**src/design/rcfsm_pkg.sv**
```systemverilog
package rcfsm_pkg;

   // request codes carried on the input channel
   typedef enum logic [1:0] {
      REQ_COMMAND    = 2'd0,
      REQ_CONNECT    = 2'd1,
      REQ_DISCONNECT = 2'd2,
      REQ_TICK       = 2'd3
   } req_code_type;

   // effective timing limits after defaulting and clamping
   typedef struct packed {
      logic [15:0] interval_ms;
      logic [19:0] move_ms;
      logic [23:0] emergency_ms;
   } limits_type;

   // one result item
   typedef struct packed {
      logic [10:0] pulse_us;
      logic [7:0]  angle;
      logic        move_led;
      logic        link_led;
   } result_type;

   localparam logic [10:0] PULSE_MIN       = 11'd1000;
   localparam logic [10:0] PULSE_MAX       = 11'd2000;
   localparam logic [10:0] PULSE_CRAWL     = 11'd1172;
   localparam logic [10:0] PULSE_BASE      = 11'd1080;
   localparam logic [7:0]  ANGLE_NEUTRAL   = 8'd85;
   localparam logic [7:0]  ANGLE_RESET     = 8'd70;
   localparam logic [15:0] INTERVAL_MIN    = 16'd50;
   localparam logic [15:0] INTERVAL_RESET  = 16'd50;
   localparam logic [19:0] MOVE_RESET      = 20'd600;
   localparam logic [23:0] EMERGENCY_RESET = 24'd240000;

endpackage

```
**src/design/rc_command_failsafe_servo_mapper_unit.sv**
```systemverilog
// Command failsafe servo mapper.
// Input channel (req_*): one item per command, link connect, link disconnect
// or one-millisecond tick, taken when req_valid is high and req_stall low.
// Result channel (rsp_*): one item per tick carrying the throttle pulse
// width, rudder angle and the two lamp states; other items give no result.
// Configuration (psel/penable/pwrite/paddr/pwdata): refresh interval at
// byte address 0, move timeout at 4, emergency timeout at 8; write only
// while the block is idle. pready is always high, reads return the value.
// An accepted item is held in the input register; a tick then moves its
// result into the output register, which raises rsp_valid and holds the
// result until it is taken.
// Throughput: one item per cycle, ticks back to back included, as long as
// rsp_stall is low.
// While rsp_stall holds a result, non-tick items keep flowing; a tick waits
// in the input register and req_stall rises until the result is taken.
// Reset (synchronous) empties both registers, restores the register
// defaults, sets the held pulse to minimum and the angle to 70, link down.
module rc_command_failsafe_servo_mapper_unit (
   input  logic              clock,
   input  logic              reset,
   // input channel
   input  logic              req_valid,
   output logic              req_stall,
   input  logic [1:0]        req_type,
   input  logic signed [7:0] req_steer_x,
   input  logic signed [7:0] req_throttle_y,
   input  logic              req_user_active,
   // result channel
   output logic              rsp_valid,
   input  logic              rsp_stall,
   output logic [10:0]       rsp_throttle_pulse_us,
   output logic [7:0]        rsp_helm_angle,
   output logic              rsp_move_led,
   output logic              rsp_link_led,
   // configuration port
   input  logic              psel,
   input  logic              penable,
   input  logic              pwrite,
   input  logic [3:0]        paddr,
   input  logic [31:0]       pwdata,
   output logic [31:0]       prdata,
   output logic              pready
);

   logic                  s1_valid_ff, s1_valid_in;
   logic [1:0]            s1_type_ff;
   logic signed [7:0]     s1_steer_ff;
   logic signed [7:0]     s1_throttle_ff;
   logic                  s1_active_ff;
   logic                  s1_is_tick;
   logic                  s1_go;
   logic                  out_valid_ff, out_valid_in;
   rcfsm_pkg::result_type out_ff;
   rcfsm_pkg::result_type core_result;
   rcfsm_pkg::limits_type limits;

   rcfsm_csr u_csr (
      .clock   (clock),
      .reset   (reset),
      .psel    (psel),
      .penable (penable),
      .pwrite  (pwrite),
      .paddr   (paddr),
      .pwdata  (pwdata),
      .prdata  (prdata),
      .pready  (pready),
      .limits  (limits)
   );

   // an item leaves the input register unless it is a tick facing a full, stalled output
   assign s1_is_tick = (s1_type_ff == rcfsm_pkg::REQ_TICK);
   assign s1_go      = s1_valid_ff && (!s1_is_tick || !out_valid_ff || !rsp_stall);
   assign req_stall  = s1_valid_ff && !s1_go;

   rcfsm_core u_core (
      .clock       (clock),
      .reset       (reset),
      .fire        (s1_go),
      .item_type   (s1_type_ff),
      .steer_x     (s1_steer_ff),
      .throttle_y  (s1_throttle_ff),
      .user_active (s1_active_ff),
      .limits      (limits),
      .result      (core_result)
   );

   // input register
   assign s1_valid_in = req_stall ? s1_valid_ff : req_valid;

   always_ff @(posedge clock) begin
      if (reset) begin
         s1_valid_ff <= 1'b0;
      end else begin
         s1_valid_ff <= s1_valid_in;
      end
   end

   always_ff @(posedge clock) begin
      if (!req_stall) begin
         s1_type_ff     <= req_type;
         s1_steer_ff    <= req_steer_x;
         s1_throttle_ff <= req_throttle_y;
         s1_active_ff   <= req_user_active;
      end
   end

   // output register
   always_comb begin
      if (s1_go && s1_is_tick) begin
         out_valid_in = 1'b1;
      end else if (out_valid_ff && !rsp_stall) begin
         out_valid_in = 1'b0;
      end else begin
         out_valid_in = out_valid_ff;
      end
   end

   always_ff @(posedge clock) begin
      if (reset) begin
         out_valid_ff <= 1'b0;
      end else begin
         out_valid_ff <= out_valid_in;
      end
   end

   always_ff @(posedge clock) begin
      if (s1_go && s1_is_tick) begin
         out_ff <= core_result;
      end
   end

   assign rsp_valid             = out_valid_ff;
   assign rsp_throttle_pulse_us = out_ff.pulse_us;
   assign rsp_helm_angle        = out_ff.angle;
   assign rsp_move_led          = out_ff.move_led;
   assign rsp_link_led          = out_ff.link_led;

endmodule

```
**src/design/rcfsm_csr.sv**
```systemverilog
module rcfsm_csr (
   input  logic                    clock,
   input  logic                    reset,
   input  logic                    psel,
   input  logic                    penable,
   input  logic                    pwrite,
   input  logic [3:0]              paddr,
   input  logic [31:0]             pwdata,
   output logic [31:0]             prdata,
   output logic                    pready,
   output rcfsm_pkg::limits_type   limits
);

   localparam logic [1:0] IDX_INTERVAL  = 2'd0;
   localparam logic [1:0] IDX_MOVE      = 2'd1;
   localparam logic [1:0] IDX_EMERGENCY = 2'd2;

   logic [15:0] interval_ff;
   logic [19:0] move_ff;
   logic [23:0] emergency_ff;
   logic        wr_en;
   logic [1:0]  idx;
   logic [15:0] interval_eff;
   logic [16:0] twice_interval;

   assign pready = 1'b1;
   assign wr_en  = psel && penable && pwrite;
   assign idx    = paddr[3:2];

   // register writes
   always_ff @(posedge clock) begin
      if (reset) begin
         interval_ff  <= rcfsm_pkg::INTERVAL_RESET;
         move_ff      <= rcfsm_pkg::MOVE_RESET;
         emergency_ff <= rcfsm_pkg::EMERGENCY_RESET;
      end else if (wr_en) begin
         case (idx)
            IDX_INTERVAL:  interval_ff  <= pwdata[15:0];
            IDX_MOVE:      move_ff      <= pwdata[19:0];
            IDX_EMERGENCY: emergency_ff <= pwdata[23:0];
            default: ;
         endcase
      end
   end

   // register reads
   always_comb begin
      case (idx)
         IDX_INTERVAL:  prdata = {16'd0, interval_ff};
         IDX_MOVE:      prdata = {12'd0, move_ff};
         IDX_EMERGENCY: prdata = {8'd0, emergency_ff};
         default:       prdata = 32'd0;
      endcase
   end

   // effective limits: interval floor, move timeout floor, emergency default
   assign interval_eff   = (interval_ff < rcfsm_pkg::INTERVAL_MIN) ?
                           rcfsm_pkg::INTERVAL_MIN : interval_ff;
   assign twice_interval = {interval_eff, 1'b0};

   always_comb begin
      limits.interval_ms = interval_eff;
      limits.move_ms     = ({3'd0, twice_interval} > move_ff) ?
                           {3'd0, twice_interval} : move_ff;
      limits.emergency_ms = (emergency_ff == 24'd0) ?
                            rcfsm_pkg::EMERGENCY_RESET : emergency_ff;
   end

endmodule

```
**src/design/rcfsm_core.sv**
```systemverilog
module rcfsm_core (
   input  logic                    clock,
   input  logic                    reset,
   input  logic                    fire,
   input  logic [1:0]              item_type,
   input  logic signed [7:0]       steer_x,
   input  logic signed [7:0]       throttle_y,
   input  logic                    user_active,
   input  rcfsm_pkg::limits_type   limits,
   output rcfsm_pkg::result_type   result
);

   logic              link_up_ff, link_up_in;
   logic              cmd_seen_ff, cmd_seen_in;
   logic [31:0]       elapsed_ff, elapsed_in;
   logic              refreshed_ff, refreshed_in;
   logic signed [7:0] steer_ff, steer_in;
   logic signed [7:0] throttle_ff, throttle_in;
   logic              active_ff, active_in;
   logic [10:0]       pulse_ff, pulse_in;
   logic [7:0]        angle_ff, angle_in;
   logic              lamp_ff, lamp_in;

   logic [31:0]       elapsed_inc;
   logic [10:0]       map_pulse;
   logic [7:0]        map_angle;

   // throttle percent to pulse width: d*920/50 as d*18.4 via fixed point
   logic [5:0]        thr_d;
   logic [26:0]       thr_prod;
   // rudder percent to angle
   logic signed [7:0] rud_v;
   logic [6:0]        rud_pos;
   logic [26:0]       rud_pos_prod;
   logic [7:0]        rud_neg;
   logic [27:0]       rud_neg_prod;

   assign thr_d    = 6'(throttle_ff - 8'sd20);
   assign thr_prod = 27'(thr_d) * 27'd1205863;

   always_comb begin
      if (throttle_ff < 8'sd20) begin
         map_pulse = rcfsm_pkg::PULSE_MIN;
      end else if (throttle_ff > 8'sd70) begin
         map_pulse = rcfsm_pkg::PULSE_MAX;
      end else begin
         map_pulse = rcfsm_pkg::PULSE_BASE + 11'(thr_prod[26:16]);
      end
   end

   // saturate steering, then v*55/100+85 or (v+100)*84/100+1
   always_comb begin
      if (steer_ff > 8'sd100) begin
         rud_v = 8'sd100;
      end else if (steer_ff < -8'sd100) begin
         rud_v = -8'sd100;
      end else begin
         rud_v = steer_ff;
      end
   end

   assign rud_pos      = rud_v[6:0];
   assign rud_pos_prod = 27'(rud_pos) * 27'd576730;
   assign rud_neg      = 8'(rud_v + 8'sd100);
   assign rud_neg_prod = 28'(rud_neg) * 28'd880804;

   always_comb begin
      if (rud_v[7] == 1'b0) begin
         map_angle = rcfsm_pkg::ANGLE_NEUTRAL + 8'(rud_pos_prod[26:20]);
      end else begin
         map_angle = 8'd1 + 8'(rud_neg_prod[27:20]);
      end
   end

   assign elapsed_inc = (elapsed_ff == 32'hFFFF_FFFF) ? elapsed_ff : elapsed_ff + 32'd1;

   // next state per item
   always_comb begin
      link_up_in   = link_up_ff;
      cmd_seen_in  = cmd_seen_ff;
      elapsed_in   = elapsed_ff;
      refreshed_in = refreshed_ff;
      steer_in     = steer_ff;
      throttle_in  = throttle_ff;
      active_in    = active_ff;
      pulse_in     = pulse_ff;
      angle_in     = angle_ff;
      lamp_in      = lamp_ff;
      case (rcfsm_pkg::req_code_type'(item_type))
         rcfsm_pkg::REQ_COMMAND: begin
            steer_in     = steer_x;
            throttle_in  = throttle_y;
            active_in    = user_active;
            cmd_seen_in  = 1'b1;
            elapsed_in   = 32'd0;
            refreshed_in = 1'b0;
         end
         rcfsm_pkg::REQ_CONNECT: begin
            link_up_in  = 1'b1;
            cmd_seen_in = 1'b0;
         end
         rcfsm_pkg::REQ_DISCONNECT: begin
            link_up_in = 1'b0;
         end
         rcfsm_pkg::REQ_TICK: begin
            elapsed_in = elapsed_inc;
            if (!cmd_seen_ff) begin
               pulse_in = rcfsm_pkg::PULSE_MIN;
               angle_in = rcfsm_pkg::ANGLE_NEUTRAL;
            end else if (elapsed_inc > {8'd0, limits.emergency_ms}) begin
               lamp_in      = 1'b0;
               refreshed_in = 1'b0;
               pulse_in     = rcfsm_pkg::PULSE_CRAWL;
            end else if (!link_up_ff) begin
               // hold outputs and refresh state while the link is down; elapsed still counts
            end else if (elapsed_inc < {16'd0, limits.interval_ms} && refreshed_ff) begin
               // too early for a refresh
            end else if (elapsed_inc > {12'd0, limits.move_ms}) begin
               lamp_in      = 1'b0;
               refreshed_in = 1'b0;
               pulse_in     = rcfsm_pkg::PULSE_MIN;
               angle_in     = rcfsm_pkg::ANGLE_NEUTRAL;
            end else begin
               pulse_in     = map_pulse;
               angle_in     = map_angle;
               refreshed_in = 1'b1;
               lamp_in      = active_ff;
            end
         end
         default: ;
      endcase
   end

   // state registers, updated when an item leaves the input register
   always_ff @(posedge clock) begin
      if (reset) begin
         link_up_ff   <= 1'b0;
         cmd_seen_ff  <= 1'b0;
         elapsed_ff   <= 32'd0;
         refreshed_ff <= 1'b0;
         steer_ff     <= 8'sd0;
         throttle_ff  <= 8'sd0;
         active_ff    <= 1'b0;
         pulse_ff     <= rcfsm_pkg::PULSE_MIN;
         angle_ff     <= rcfsm_pkg::ANGLE_RESET;
         lamp_ff      <= 1'b0;
      end else if (fire) begin
         link_up_ff   <= link_up_in;
         cmd_seen_ff  <= cmd_seen_in;
         elapsed_ff   <= elapsed_in;
         refreshed_ff <= refreshed_in;
         steer_ff     <= steer_in;
         throttle_ff  <= throttle_in;
         active_ff    <= active_in;
         pulse_ff     <= pulse_in;
         angle_ff     <= angle_in;
         lamp_ff      <= lamp_in;
      end
   end

   // result of a tick, taken by the output register
   always_comb begin
      result.pulse_us = pulse_in;
      result.angle    = angle_in;
      result.move_led = lamp_in;
      result.link_led = link_up_ff;
   end

endmodule

```
**config.mk**
```make
export PLATFORM = sky130hd
export DESIGN_NAME = rc_command_failsafe_servo_mapper_unit
export DESIGN_NICKNAME = d
export VERILOG_FILES = /design/src/design/rcfsm_pkg.sv /design/src/design/rc_command_failsafe_servo_mapper_unit.sv /design/src/design/rcfsm_csr.sv /design/src/design/rcfsm_core.sv
export SDC_FILE = /design/constraint.sdc
export NUM_CORES = 1
export LEC_CHECK = 0
export BUFFER_PORTS_ARGS = -buffer_cell sky130_fd_sc_hd__buf_2
export CAP_MARGIN = 20
export CORE_ASPECT_RATIO = 0.8
export CORE_UTILIZATION = 39
export CTS_BUF_LIST = sky130_fd_sc_hd__clkbuf_2
export CTS_CLUSTER_DIAMETER = 100
export DETAILED_ROUTE_END_ITERATION = 8
export HOLD_SLACK_MARGIN = 0.1
export PLACE_DENSITY = 0.61
export SLEW_MARGIN = 5
export SYNTH_ARGS = -nofsm -noshare
export SYNTH_HDL_FRONTEND = slang
export SYNTH_SLANG_ARGS = --single-unit
```
**constraint.sdc**
```tcl
create_clock -name clock -period 9.85 [get_ports clock]
set_input_delay 1.97 -clock clock [delete_from_list [all_inputs] [get_ports clock]]
set_output_delay 1.97 -clock clock [all_outputs]
set_load 0.01 [all_outputs]
```
### Word level (Yosys, flattened, before mapping)

Cells that the tools add are included.
Widths: inputs -> output; s select.

| storage, ports and cells | value |
|---|---|
| bits in registers | 174 |
| latch bits | 0 |
| memory bits (writable) | 0 |
| memory bits (read-only) | 0 |
| input port bits | 62 |
| output and inout bits | 56 |
| word-level logic and storage cells | 117 |
| memories kept | 0 |

| operators by class | value |
|---|---|
| add/sub/neg operators | 6 |
| multiply operators | 3 |
| divide/modulo/power cells | 0 |
| $lt $le $gt $ge | 9 |
| equal/unequal tests | 9 |
| shift operators | 0 |
| muxes and demuxes | 39 |
| bitwise logic cells | 0 |
| reductions and logical operators | 28 |

Operator list:

| kind | number |
|---|---|
| $mux 11 | 8 |
| $mux 8 | 9 |
| $pmux 24 s3 | 1 |
| $pmux 32 s2 | 1 |
| $add 32x1->32 const B | 1 |
| $eq 32x32->1 const B | 1 |
| $gt 32x20->1 | 1 |
| $gt 32x24->1 | 1 |
| $lt 32x16->1 | 1 |
| $mux 32 | 1 |
| $mul 6x21->27 const B | 1 |
| $mul 7x19->26 const B | 1 |
| $mul 8x18->26 const B | 1 |
| $logic_not 24->1 | 1 |
| $mux 24 | 1 |
| $gt 17x20->1 | 1 |
| $mux 20 | 1 |
| $gt 8x8->1 const B | 2 |
| $lt 16x6->1 const B | 1 |
| $mux 16 | 1 |
| $reduce_and 2->1 | 7 |
| $mux 1 | 13 |
| $add 11x11->11 const A | 1 |
| $add 1x8->8 const A | 1 |
| 17 further kinds | 36 |

### Longest topological paths before layout

Gate-level depths: netlist (run 1).

| logic depth | value |
|---|---|
| word-level depth | 13 |
| gate-level depth with buffers | 30 |
| mapped depth without buffers | 30 |

### Hierarchy

Synthesis (run 1) repeated with hierarchy kept, for this count alone.

| second synthesis, totals | value |
|---|---|
| cells, all modules | 2008 |
| area total of the unflattened synthesis | 16535.9 µm² |

By module, submodules not included:

| module | times used | cells an instance | area each (µm²) | seq. area each (µm²) |
|---|---|---|---|---|
| rcfsm_core | 1 | 1481 | 11668.7 | 1441.4 |
| rcfsm_csr | 1 | 475 | 3564.7 | 1201.2 |
| rc_command_failsafe_servo_mapper_unit | 1 | 52 | 1302.5 | 1241.2 |

### Worst setup path before layout (run 1)

OpenSTA, ideal clock, no wires.

| path | value |
|---|---|
| path type | register to register |
| from | register u_core.steer_ff[4] |
| to | register out_ff, in the netlist rsp_helm_angle[7], data pin |
| setup time | 0.147 ns |
| data arrival time | 7.359 ns |
| data required time | 9.703 ns |
| path slack | 2.344 ns |
| stages on the path, launching flop included | 28 |
| path buffers | 1 |
| period minus slack after synthesis | 7.506 ns |
| path through | dfxtp_1 a311o_1 nand2_1 ha_1 or3_1 clkbuf_1 ha_1 nand2_1 nand2_1 xnor2_1 inv_1 fa_1 inv_1 fa_1 fa_1 fa_1 inv_1 ha_1 o21a_1 a221oi_1 a21oi_1 or3_1 o211ai_1 nand2_1 and4b_1 mux2i_1 a41oi_1 o2bb2ai_1 |

RTL lines:

| what | RTL line | RTL |
|---|---|---|
| from (decl) | rcfsm_core.sv:17 | `logic signed [7:0] steer_ff, steer_in;` |
| from (signal assigned) | rcfsm_core.sv:152 | `steer_ff <= steer_in;` |
| to (signal assigned) | rc_command_failsafe_servo_mapper_unit.sv:128 | `out_ff <= core_result;` |
| to (decl) | rc_command_failsafe_servo_mapper_unit.sv:53 | `rcfsm_pkg::result_type out_ff;` |

==> metrics.yaml, run 1 <==
floorplanning:
  core_um2: 40900
  initial_core_util_pct: 39.9
  rows: 66
  dieWidth_um: 230
  die_area_um2: 42600
  top_level_ports: 118
  dieHeight_um: 185
synth:
  synth_cell_types: 81
  mappedNetlistArea_um2: 16300
  yosys_most_used_dff: "dfxtp_1"
  ys_warn_count: 0
  syn_inst: 1993
  synth.most_common_cell: "nand2_1"
  synth-compound-area-share_pct: 17.8
  synth_edf_count: 40
  ys_seq_area_share_pct: 23.8
  netlist_top_cells_area: "ha_1 19%, dfxtp_1 16%, edfxtp_1 7.4%"
  synthMuxAreaShare_pct: 2.64
  yosysTopAreaCell: "ha_1"
  async_flop_share_pct: 0
  synth_top_family_by_area: "adder cells"
  synth_xor_area_share_pct: 2.83
  synth-simple-area-share_pct: 20.0
  ys_ff_latch: 174
  synth_top_area_share_pct: 18.9
  synthTopCellsByCount: "264 x nand2_1, 246 x ha_1, 206 x inv_1, 148 x a21oi_1, 134 x dfxtp_1"
  yosys.area_share.adder_pct: 25.7
  synth_area_per_cell_um2: 8.17
timing:
  tightest_slew_ns: 0.902
  setup_viol: 0
  fin_skew_ns: 0.0409
  finalHoldViolCount: 0
  rsz0062_at_grt: "false"
  max_freq_mhz: 119
  finalMaxSlewViolations: 0
  timing.final.crit_share_pct: 85.6
  fin_setup_tns_ns: 0
  relSlewSlack_pct: 38.3
  min_period_ns: 8.43
setup_path:
  cp_num_buf_inv: 3
  ff2ff_path_depth: 26
  worstPathArrival_ns: 9.09
  start_kind: "flop"
  cp-end-kind: "flop"
  worst-path-max-fanout: 7
  slowest_stage: "fa_1"
  cp.depth: 26
  rrSetupSlack_ns: 1.42
  path_delay_family: "adder cells"
  critPathRequiredTime_ns: 10.52
  crit_type: "flop to flop"
  cp_common_cell: "fa_1"
  slowest_delay_ns: 0.58
placement:
  post_dp_cell_area_um2: 17200
  globalplace.congestion: 0.886
  io_buffers: 98
  dp_hpwl_mm: 35.1
  dp.cells: 2566
drt:
  drc: 0
  ant_nets: 0
  routed_via_density: 5.52
  via_count: 14400
  routed_wl_mm: 44.5
  first_iter_violations: 1171
  drtPass1Iterations: 5
  wl_per_cell_um: 17.1
cts:
  tritoncts: "built"
  cts-resized-gates: 0
  clkTransAtPathRegs_ns: 0.24
  insertion_delay_ns: 0.83
  cts_buffers: 17
  cts_setup_buffers: 0
  h-tree-depth: 4
  ctsHoldBuffers: 0
  root_buffer: "clkbuf_2"
  clock_path_buffers: 2
  clock-sinks: 174
final_layout:
  final_area_um2: 17500
  area_growth_pct: 7.16
  drive_gt1_share_pct: 8.57
  final_util_pct: 42.7
  finalNonFillerCells: 2599
  nets: 2404
global_routing:
  grt_overflow: 0
  grt.total_usage_pct: 21.2
  first_global_vias: 13700
  grt_max_degree: 61
  grt_pass1_wl_mm: 72.0
  antenna_found_initial: 1
status:
  status: "finished, final reports clean"
worst_hold_path:
  holdPathStages: 2
  hold_class: "flop to flop"
power_and_ir_drop:
  p_leak_nw: 7.86
  power.density_nw_per_um2: 103
  ir_drop_mv: 0.0959
  fin_total_pwr_mw: 1.80
run:
  drv_cap: 0
==> state kept, by name, summed over array words and instances (netlist names) <==
| register | count |
|---|---|
| rsp_helm_angle | 8 |
| rsp_link_led | 1 |
| rsp_move_led | 1 |
| rsp_throttle_pulse_us | 11 |
| rsp_valid | 1 |
| s1_active_ff | 1 |
| s1_steer_ff | 8 |
| s1_throttle_ff | 8 |
| s1_type_ff | 2 |
| s1_valid_ff | 1 |
| u_core.active_ff | 1 |
| u_core.angle_ff | 8 |
| u_core.cmd_seen_ff | 1 |
| u_core.elapsed_ff | 32 |
| u_core.lamp_ff | 1 |
| u_core.link_up_ff | 1 |
| u_core.pulse_ff | 11 |
| u_core.refreshed_ff | 1 |
| u_core.steer_ff | 8 |
| u_core.throttle_ff | 8 |
| u_csr.emergency_ff | 24 |
| u_csr.interval_ff | 16 |
| u_csr.move_ff | 20 |
==> power by group <==
part           leakage, nW  internal (mW)  switching, mW
registers             1.47          0.743         0.0126
clock network        0.146          0.120          0.258
logic                 6.25          0.275          0.391
total                 7.86           1.14          0.661
==> logic make-up (layout without fill, tap and decap cells) <==
logic type | Yosys count | count (layout)
other cells | 2 | 10
fa+ha+maj | 302 | 302
compound gates | 453 | 453
flops | 174 | 174
simple gates | 671 | 671
mux | 43 | 43
xor+xnor | 51 | 51
buf+inv | 297 | 351
==> final timing paths <==
| path | start | endpoint |
|---|---|---|
| worst min-delay path | u_core.pulse_ff[4] | u_core.pulse_ff[4] |
| worst max-delay path | u_core.steer_ff[2] | rsp_helm_angle[7] |
| worst min register to register | u_core.pulse_ff[4] | u_core.pulse_ff[4] |
| worst max register to register | u_core.steer_ff[2] | rsp_helm_angle[7] |
==> stage by stage <==
step | hold slack, ns | setup WS [ns]
2_1_floorplan | 0.425 | 2.34
3_3_place_gp | 0.438 | 1.68
3_5_place_dp | 0.447 | 1.55
4_1_cts | 0.480 | 1.44
5_1_grt | 0.510 | 0.717
6_report | 0.484 | 1.42
==> layer usage <==
layer | GRT usage [%] | vias up | share of wire, %
li1 | - | 7110 | -
met1 | 31.5 | 6796 | 51
met2 | 31.9 | 408 | 42
met4 | 4.40 | 0 | 1.2
met5 | 0 | - | 0
met3 | 3.40 | 37 | 5.9
==> worst register-to-register path, stage by stage, from the launching register on <==
cell and delay, ns:
dfxtp_1 0.50, a311o_1 0.20, nand2_1 0.06, ha_1 0.37, nor2_1 0.09, nor2_1 0.43
ha_1 0.34, a31oi_1 0.13, xnor2_1 0.56, inv_1 0.21, fa_1 0.58, inv_1 0.05
fa_1 0.46, fa_1 0.52, fa_1 0.54, inv_1 0.04, ha_1 0.31, o21a_1 0.19
a221oi_1 0.55, a21oi_1 0.24, or3_1 0.36, o211ai_1 0.43, nand2_1 0.16, and4b_1 0.36
mux2i_1 0.26, a41oi_1 0.15, o2bb2ai_1 0.19
==> layout by cell type, fill, tap and decap left out, types with 28 or more instances in the layout <==
| master | count |
|---|---|
| a21oi_1 | 148 |
| dfxtp_1 | 134 |
| edfxtp_1 | 40 |
| nand3_1 | 61 |
| nor2_1 | 122 |
| nand2_1 | 264 |
| ha_1 | 246 |
| nor3_1 | 34 |
| o21ai_0 | 90 |
| nand4_1 | 31 |
| fa_1 | 55 |
| xnor2_1 | 33 |
| mux2i_1 | 43 |
| inv_1 | 206 |
| buf_2 | 97 |
| a21o_1 | 28 |
==> area by class of cell <==
cell class	count	area, um^2
antenna	1	2.50
clock buffer	21	105
clock inverter	11	119
fill	4113	23400
inverter	206	773
multi-input combinational	1529	11300
sequential	174	3880
tap	544	681
timing repair buffer	113	606
Note: power is estimated with default switching activity, not from simulation.
==> inputs of run 2 (changes only) <==
ABC_AREA = 1   (was unset)
SETUP_SLACK_MARGIN = 0.15   (was unset)
==> metrics.yaml, run 2 <==
timing:
  finalHoldViolCount: 0  # unchanged
  min_period_ns: 7.80  # -0.631 ns
  fin_skew_ns: 0.0442  # +0.00327 ns
  timing.final.crit_share_pct: 79.2  # -6.4 points
  finalMaxSlewViolations: 0  # unchanged
  tightest_slew_ns: 1.02  # +0.120 ns
  rsz0062_at_grt: "false"
  max_freq_mhz: 128  # +8.1%
  relSlewSlack_pct: 31.8  # -6.5 points
  setup_viol: 0  # unchanged
  fin_setup_tns_ns: 0  # unchanged
floorplanning:
  top_level_ports: 118  # unchanged
  dieHeight_um: 187  # +1.3%
  rows: 67  # +1.5%
  die_area_um2: 43700  # +2.6%
  dieWidth_um: 233  # +1.3%
  initial_core_util_pct: 39.7  # -0.12 points
  core_um2: 42100  # +3.0%
cts:
  clock_path_buffers: 2  # unchanged
  clock-sinks: 174  # unchanged
  cts_buffers: 17  # unchanged
  cts_setup_buffers: 0  # unchanged
  root_buffer: "clkbuf_2"
  clkTransAtPathRegs_ns: 0.26  # +0.02 ns
  cts-resized-gates: 0  # unchanged
  tritoncts: "built"
  ctsHoldBuffers: 0  # unchanged
  insertion_delay_ns: 0.83  # about the same
  h-tree-depth: 4  # unchanged
synth:
  ys_warn_count: 0  # unchanged
  ys_seq_area_share_pct: 23.2  # -0.61 points
  synthMuxAreaShare_pct: 0.120  # -2.5 points
  yosysTopAreaCell: "ha_1"
  synth-simple-area-share_pct: 24.2  # +4.1 points
  synth.most_common_cell: "nand2_1"
  ys_ff_latch: 174  # unchanged
  synth_xor_area_share_pct: 2.41  # -0.42 points
  synth_edf_count: 40  # unchanged
  mappedNetlistArea_um2: 16700  # +2.6%
  netlist_top_cells_area: "ha_1 18%, dfxtp_1 16%, nand2_1 13%"
  syn_inst: 2348  # +18%
  synth-compound-area-share_pct: 15.1  # -2.7 points
  synth_top_area_share_pct: 18.4  # -0.49 points
  synth_top_family_by_area: "adder cells"
  synth_area_per_cell_um2: 7.12  # -13%
  yosys_most_used_dff: "dfxtp_1"
  async_flop_share_pct: 0  # unchanged
  synthTopCellsByCount: "569 x nand2_1, 348 x inv_1, 246 x ha_1, 211 x a21oi_1, 161 x nor2_1"
  synth_cell_types: 56  # -31%
  yosys.area_share.adder_pct: 25.0  # -0.72 points
setup_path:
  cp_num_buf_inv: 7  # +4
  ff2ff_path_depth: 33  # +27%
  slowest_delay_ns: 0.65  # +0.07 ns
  critPathRequiredTime_ns: 10.46  # -0.06 ns
  worstPathArrival_ns: 8.40  # -0.69 ns
  crit_type: "flop to flop"
  cp.depth: 33  # +27%
  cp_common_cell: "nand2_1"
  slowest_stage: "a21oi_1"
  worst-path-max-fanout: 8  # +1
  reg2reg_from: "u_core.steer_ff[2]"
  start_kind: "flop"
  path_delay_family: "adder cells"
  cp-end-kind: "flop"
  rr_endpoint: "rsp_helm_angle[7]"
  rrSetupSlack_ns: 2.05  # +0.63 ns
power_and_ir_drop:
  power.density_nw_per_um2: 133  # +29%
  p_leak_nw: 8.93  # +14%
  ir_drop_mv: 0.0801  # -17%
  fin_total_pwr_mw: 2.39  # +33%
status:
  status: "complete, but fails checks"
  violations: "design-rule violations"
final_layout:
  fillers: 4367  # +6.2%
  final_cell_mix: "569 x nand2_1, 347 x inv_1, 246 x ha_1, 211 x a21oi_1, 160 x nor2_1"
  drive_gt1_share_pct: 8.29  # -0.28 points
  nets: 2775  # +15%
  reg_top3: "u_core.elapsed_ff x32, u_csr.emergency_ff x24, u_csr.move_ff x20"
  largest_register: "u_core.elapsed_ff"
  final_common_cell: "nand2_1"
  area_growth_pct: 7.65
  largest_reg_flops: 32  # unchanged
worst_hold_path:
  hold_class: "flop to flop"
  whs_endpoint: "u_core.pulse_ff[4]"
  min-delay-start: "u_core.pulse_ff[4]"
  holdPathStages: 2  # unchanged
global_routing:
  first_global_vias: 14300  # +4.5%
  grt_overflow: 0  # unchanged
  grt.total_usage_pct: 22.2  # +1.0 points
  antenna_found_initial: 2  # +1
  grt_max_degree: 79  # +30%
  grt_pass1_wl_mm: 76.8  # +6.6%
drt:
  first_iter_violations: 1216  # +3.8%
  wl_per_cell_um: 16.0  # -6.7%
  ant_nets: 0  # unchanged
  via_count: 15400  # +7.6%
  drc: 9  # +9
  drtPass1Iterations: 8  # +3
  routed_via_density: 5.19  # -6.1%
  routed_wl_mm: 47.6  # +6.9%
placement:
  io_buffers: 98  # unchanged
  dp_hpwl_mm: 39.3  # +12%
  globalplace.congestion: 0.907  # +2.5%
run:
  drv_cap: 0  # unchanged
[run 2: changes by cell type after synthesis, moves of 22 or more]
cell,previous run,this run
inv_1,206,348
a21oi_1,148,211
o21ai_0,90,122
mux2i_1,43,2
o21a_1,24,2
nand2_1,264,569
nand3_1,61,96
nor2b_1,22,0
nor2_1,122,161
[run 2: logic make-up after synthesis]
| kind of cell | count (synthesis) |
|---|---|
| and+or+nand+nor | 948 |
| AOI/OAI and AO/OA | 444 |
| buffers and inverters | 431 |
| adders and majority gates | 301 |
| DFF | 174 |
| xor gates and xnor gates | 46 |
| other | 2 |
| muxes | 2 |
[run 2: final cells by class]
class                      instances  area, um^2  share of cell area (%)
sequential                       174        3880                    21.6
antenna                            1        2.50                  0.0139
clock inverter                    15         158                   0.876
tap                              552         691                    3.84
inverter                         360        1350                    7.51
timing repair buffer             109         617                    3.43
multi-input combinational       1750       11200                    62.3
clock buffer                      17        85.1                   0.473
[run 2: worst register-to-register path: cells and delay by family, from the launching register on]
kind | cells | cell delay (ns)
xor+xnor | 2 | 0.89
compound gates | 3 | 0.92
fa+ha+maj | 7 | 3.14
flops | 1 | 0.44
buf+inv | 7 | 0.58
simple gates | 14 | 1.62
[run 2: worst max path at each step]
stage | start | endpoint | slack [ns]
detailed placement | u_core.steer_ff[2] | rsp_helm_angle[7] | 2.14
global route | u_core.steer_ff[2] | rsp_helm_angle[7] | 1.45
finish | u_core.steer_ff[2] | rsp_helm_angle[7] | 2.05
CTS | u_core.steer_ff[2] | rsp_helm_angle[7] | 2.10
global placement | u_core.steer_ff[2] | rsp_helm_angle[7] | 2.18
floorplan | u_core.steer_ff[2] | rsp_helm_angle[7] | 3.28
[run 2: metrics by stage]
step | std cells | cell area [um^2] | hold WS [ns] | utilization (%) | setup slack (ns)
floorplan | 2355 | 16700 | 0.430 | - | 3.28
global placement | 2941 | 17700 | 0.452 | 42.0 | 2.18
detailed placement | 2941 | 17700 | 0.461 | 42.0 | 2.14
CTS | 2973 | 17900 | 0.488 | 42.6 | 2.10
global route | 2978 | 18000 | 0.510 | 42.8 | 1.45
finish | 2978 | 18000 | 0.491 | 42.8 | 2.05
[run 2: layer usage]
layer / GRT usage (%) / share of wire [%] / vias to the layer above / routed length (um)
met4: 3.32 / 0.64 / 0 / 304
met5: 0 / 0 / - / 0
met2: 29.9 / 38 / 404 / 18300
met3: 2.68 / 5.8 / 20 / 2740
li1: - / - / 7830 / -
met1: 37.1 / 55 / 7194 / 26300
[run 2: power breakdown]
| group | internal, mW | leakage, nW | switching, mW |
|---|---|---|---|
| combinational | 0.416 | 7.31 | 0.817 |
| sequential | 0.749 | 1.48 | 0.0112 |
| clock | 0.120 | 0.145 | 0.273 |
==> inputs of run 3 (changes only) <==
PLACE_DENSITY = 0.63   (was 0.61)
clock period = 7.1 ns   (was 9.85 ns; I/O delays follow)
==> metrics.yaml, run 3 (same netlist as run 2, synthesis figures left out) <==
status:
  status: "complete, but fails checks"
  violations: "design-rule violations"
placement:
  dp_hpwl_mm: 39.1  # -0.38%
  globalplace.congestion: 0.909  # +0.20%
  post_dp_cell_area_um2: 17800  # +0.55%
  place_worst_setup_slack_ns: 0.216  # -1.92 ns
  io_buffers: 98  # unchanged
  dp.cells: 2954  # +0.44%
global_routing:
  first_global_vias: 14400  # +0.96%
  grt_pass1_wl_mm: 76.6  # -0.23%
  grt.total_usage_pct: 22.0  # -0.18 points
  grt_max_degree: 79  # unchanged
  grt_overflow: 0  # unchanged
  antenna_found_initial: 2  # unchanged
timing:
  finalMaxSlewViolations: 0  # unchanged
  finalHoldViolCount: 0  # unchanged
  worst_slack_ns: 0.624  # -1.43 ns
  tightest_slew_ns: 1.04  # +0.0215 ns
  fin_skew_ns: 0.0542  # +0.0100 ns
  setup_viol: 0  # unchanged
  rsz0062_at_grt: "false"
  fin_setup_tns_ns: 0  # unchanged
  timing.final.crit_share_pct: 91.2  # +12 points
  min_period_ns: 6.48  # -1.32 ns
  max_freq_mhz: 154  # +20%
  fin_hold_ws_ns: 0.491  # -0.000185 ns
  relSlewSlack_pct: 30.3  # -1.5 points
floorplanning:
  initial_core_util_pct: 39.7  # unchanged
  rows: 67  # unchanged
  core_um2: 42100  # unchanged
  dieWidth_um: 233  # unchanged
  dieHeight_um: 187  # unchanged
  die_area_um2: 43700  # unchanged
  top_level_ports: 118  # unchanged
setup_path:
  worstPathArrival_ns: 7.02  # -1.38 ns
  slowest_delay_ns: 0.54  # -0.11 ns
  worst-path-max-fanout: 6  # -2
  start_kind: "flop"
  cp_num_buf_inv: 6  # -1
  critPathRequiredTime_ns: 7.64  # -2.82 ns
  crit_type: "flop to flop"
  reg2reg_from: "u_core.steer_ff[2]"
  slowest_stage: "fa_1"
  cp-end-kind: "flop"
  crit_path_start: "u_core.steer_ff[2]"
  cp_common_cell: "nand2_1"
  path_delay_family: "adder cells"
cts:
  tritoncts: "built"
  root_buffer: "clkbuf_2"
  clock-sinks: 174  # unchanged
  clkTransAtPathRegs_ns: 0.31  # +0.05 ns
  h-tree-depth: 4  # unchanged
  insertion_delay_ns: 0.80  # -0.03 ns
  clock_path_buffers: 2  # unchanged
  cts_buffers: 17  # unchanged
worst_hold_path:
  min-delay-start: "u_core.refreshed_ff"
  hold_class: "flop to flop"
power_and_ir_drop:
  ir_drop_mv: 0.153  # +91%
  power.density_nw_per_um2: 185  # +39%
  p_leak_nw: 9.00  # +0.78%
  fin_total_pwr_mw: 3.36  # +41%
final_layout:
  finalNonFillerCells: 2994  # +0.54%
  largest_reg_flops: 32  # unchanged
  fillers: 4379  # +0.27%
  area_growth_pct: 8.82
  drive_gt1_share_pct: 10.2  # +1.9 points
  nets: 2791  # +0.58%
  reg_top3: "u_core.elapsed_ff x32, u_csr.emergency_ff x24, u_csr.move_ff x20"
  final_util_pct: 43.2  # +0.47 points
  final_common_cell: "nand2_1"
  final_cell_mix: "565 x nand2_1, 345 x inv_1, 242 x ha_1, 209 x a21oi_1, 154 x nor2_1"
  largest_register: "u_core.elapsed_ff"
  final_area_um2: 18200  # +1.1%
drt:
  routed_via_density: 5.19  # about the same
  drc: 6  # -3
  wl_per_cell_um: 15.9  # -0.72%
  routed_wl_mm: 47.5  # -0.19%
  first_iter_violations: 1300  # +6.9%
  drtPass1Iterations: 8  # unchanged
  ant_nets: 0  # unchanged
  via_count: 15500  # +0.58%
run:
  drv_cap: 0  # unchanged
## run 3: worst register-to-register path: cells and delay by family, from the launching register on
family          cells  cell delay [ns]
fa+ha+maj           7             2.59
simple gates       13             1.30
xor+xnor            1             0.21
flops               1             0.42
compound gates      7             1.11
buf+inv             6             0.59
## run 3: power by group
group | switching (mW) | internal, mW
Sequential | 0.0154 | 1.04
Clock | 0.406 | 0.116
Combinational | 1.17 | 0.618
## run 3: routing by layer
metal | vias to the layer above | GRT usage (%) | wire length (um)
met4 | 0 | 3.40 | 488
met1 | 7161 | 36.4 | 25700
met2 | 477 | 30.0 | 18300
li1 | 7868 | - | -
met3 | 32 | 2.71 | 3030
met5 | - | 0 | 0
## run 3: path summary, 6_finish.rpt
kind / endpoint / slack, ns / depth (start not counted)
setup / recovery: rsp_helm_angle[4] / 0.62 / 34
hold / removal: u_core.refreshed_ff / 0.49 / 2
setup reg to reg: rsp_helm_angle[4] / 0.62 / 34
hold reg to reg: u_core.refreshed_ff / 0.49 / 2
## run 3: timing repair
action                                  CTS  global route
pin swaps                                 0             7
hold buffers                              0             0
setup buffers                             0             6
endpoints found under the setup margin    1            15
gates resized for setup                   1            33
endpoints found under the hold margin     0             0
## run 3: cell type report
type,count,area [um^2],share of cell area [%]
inverter,360,1350,7.43
timing repair buffer,125,706,3.88
clock inverter,14,141,0.777
multi-input combinational,1750,11300,62.2
antenna,1,2.50,0.0138
sequential,174,3890,21.4
clock buffer,18,90.1,0.495
tap,552,691,3.80
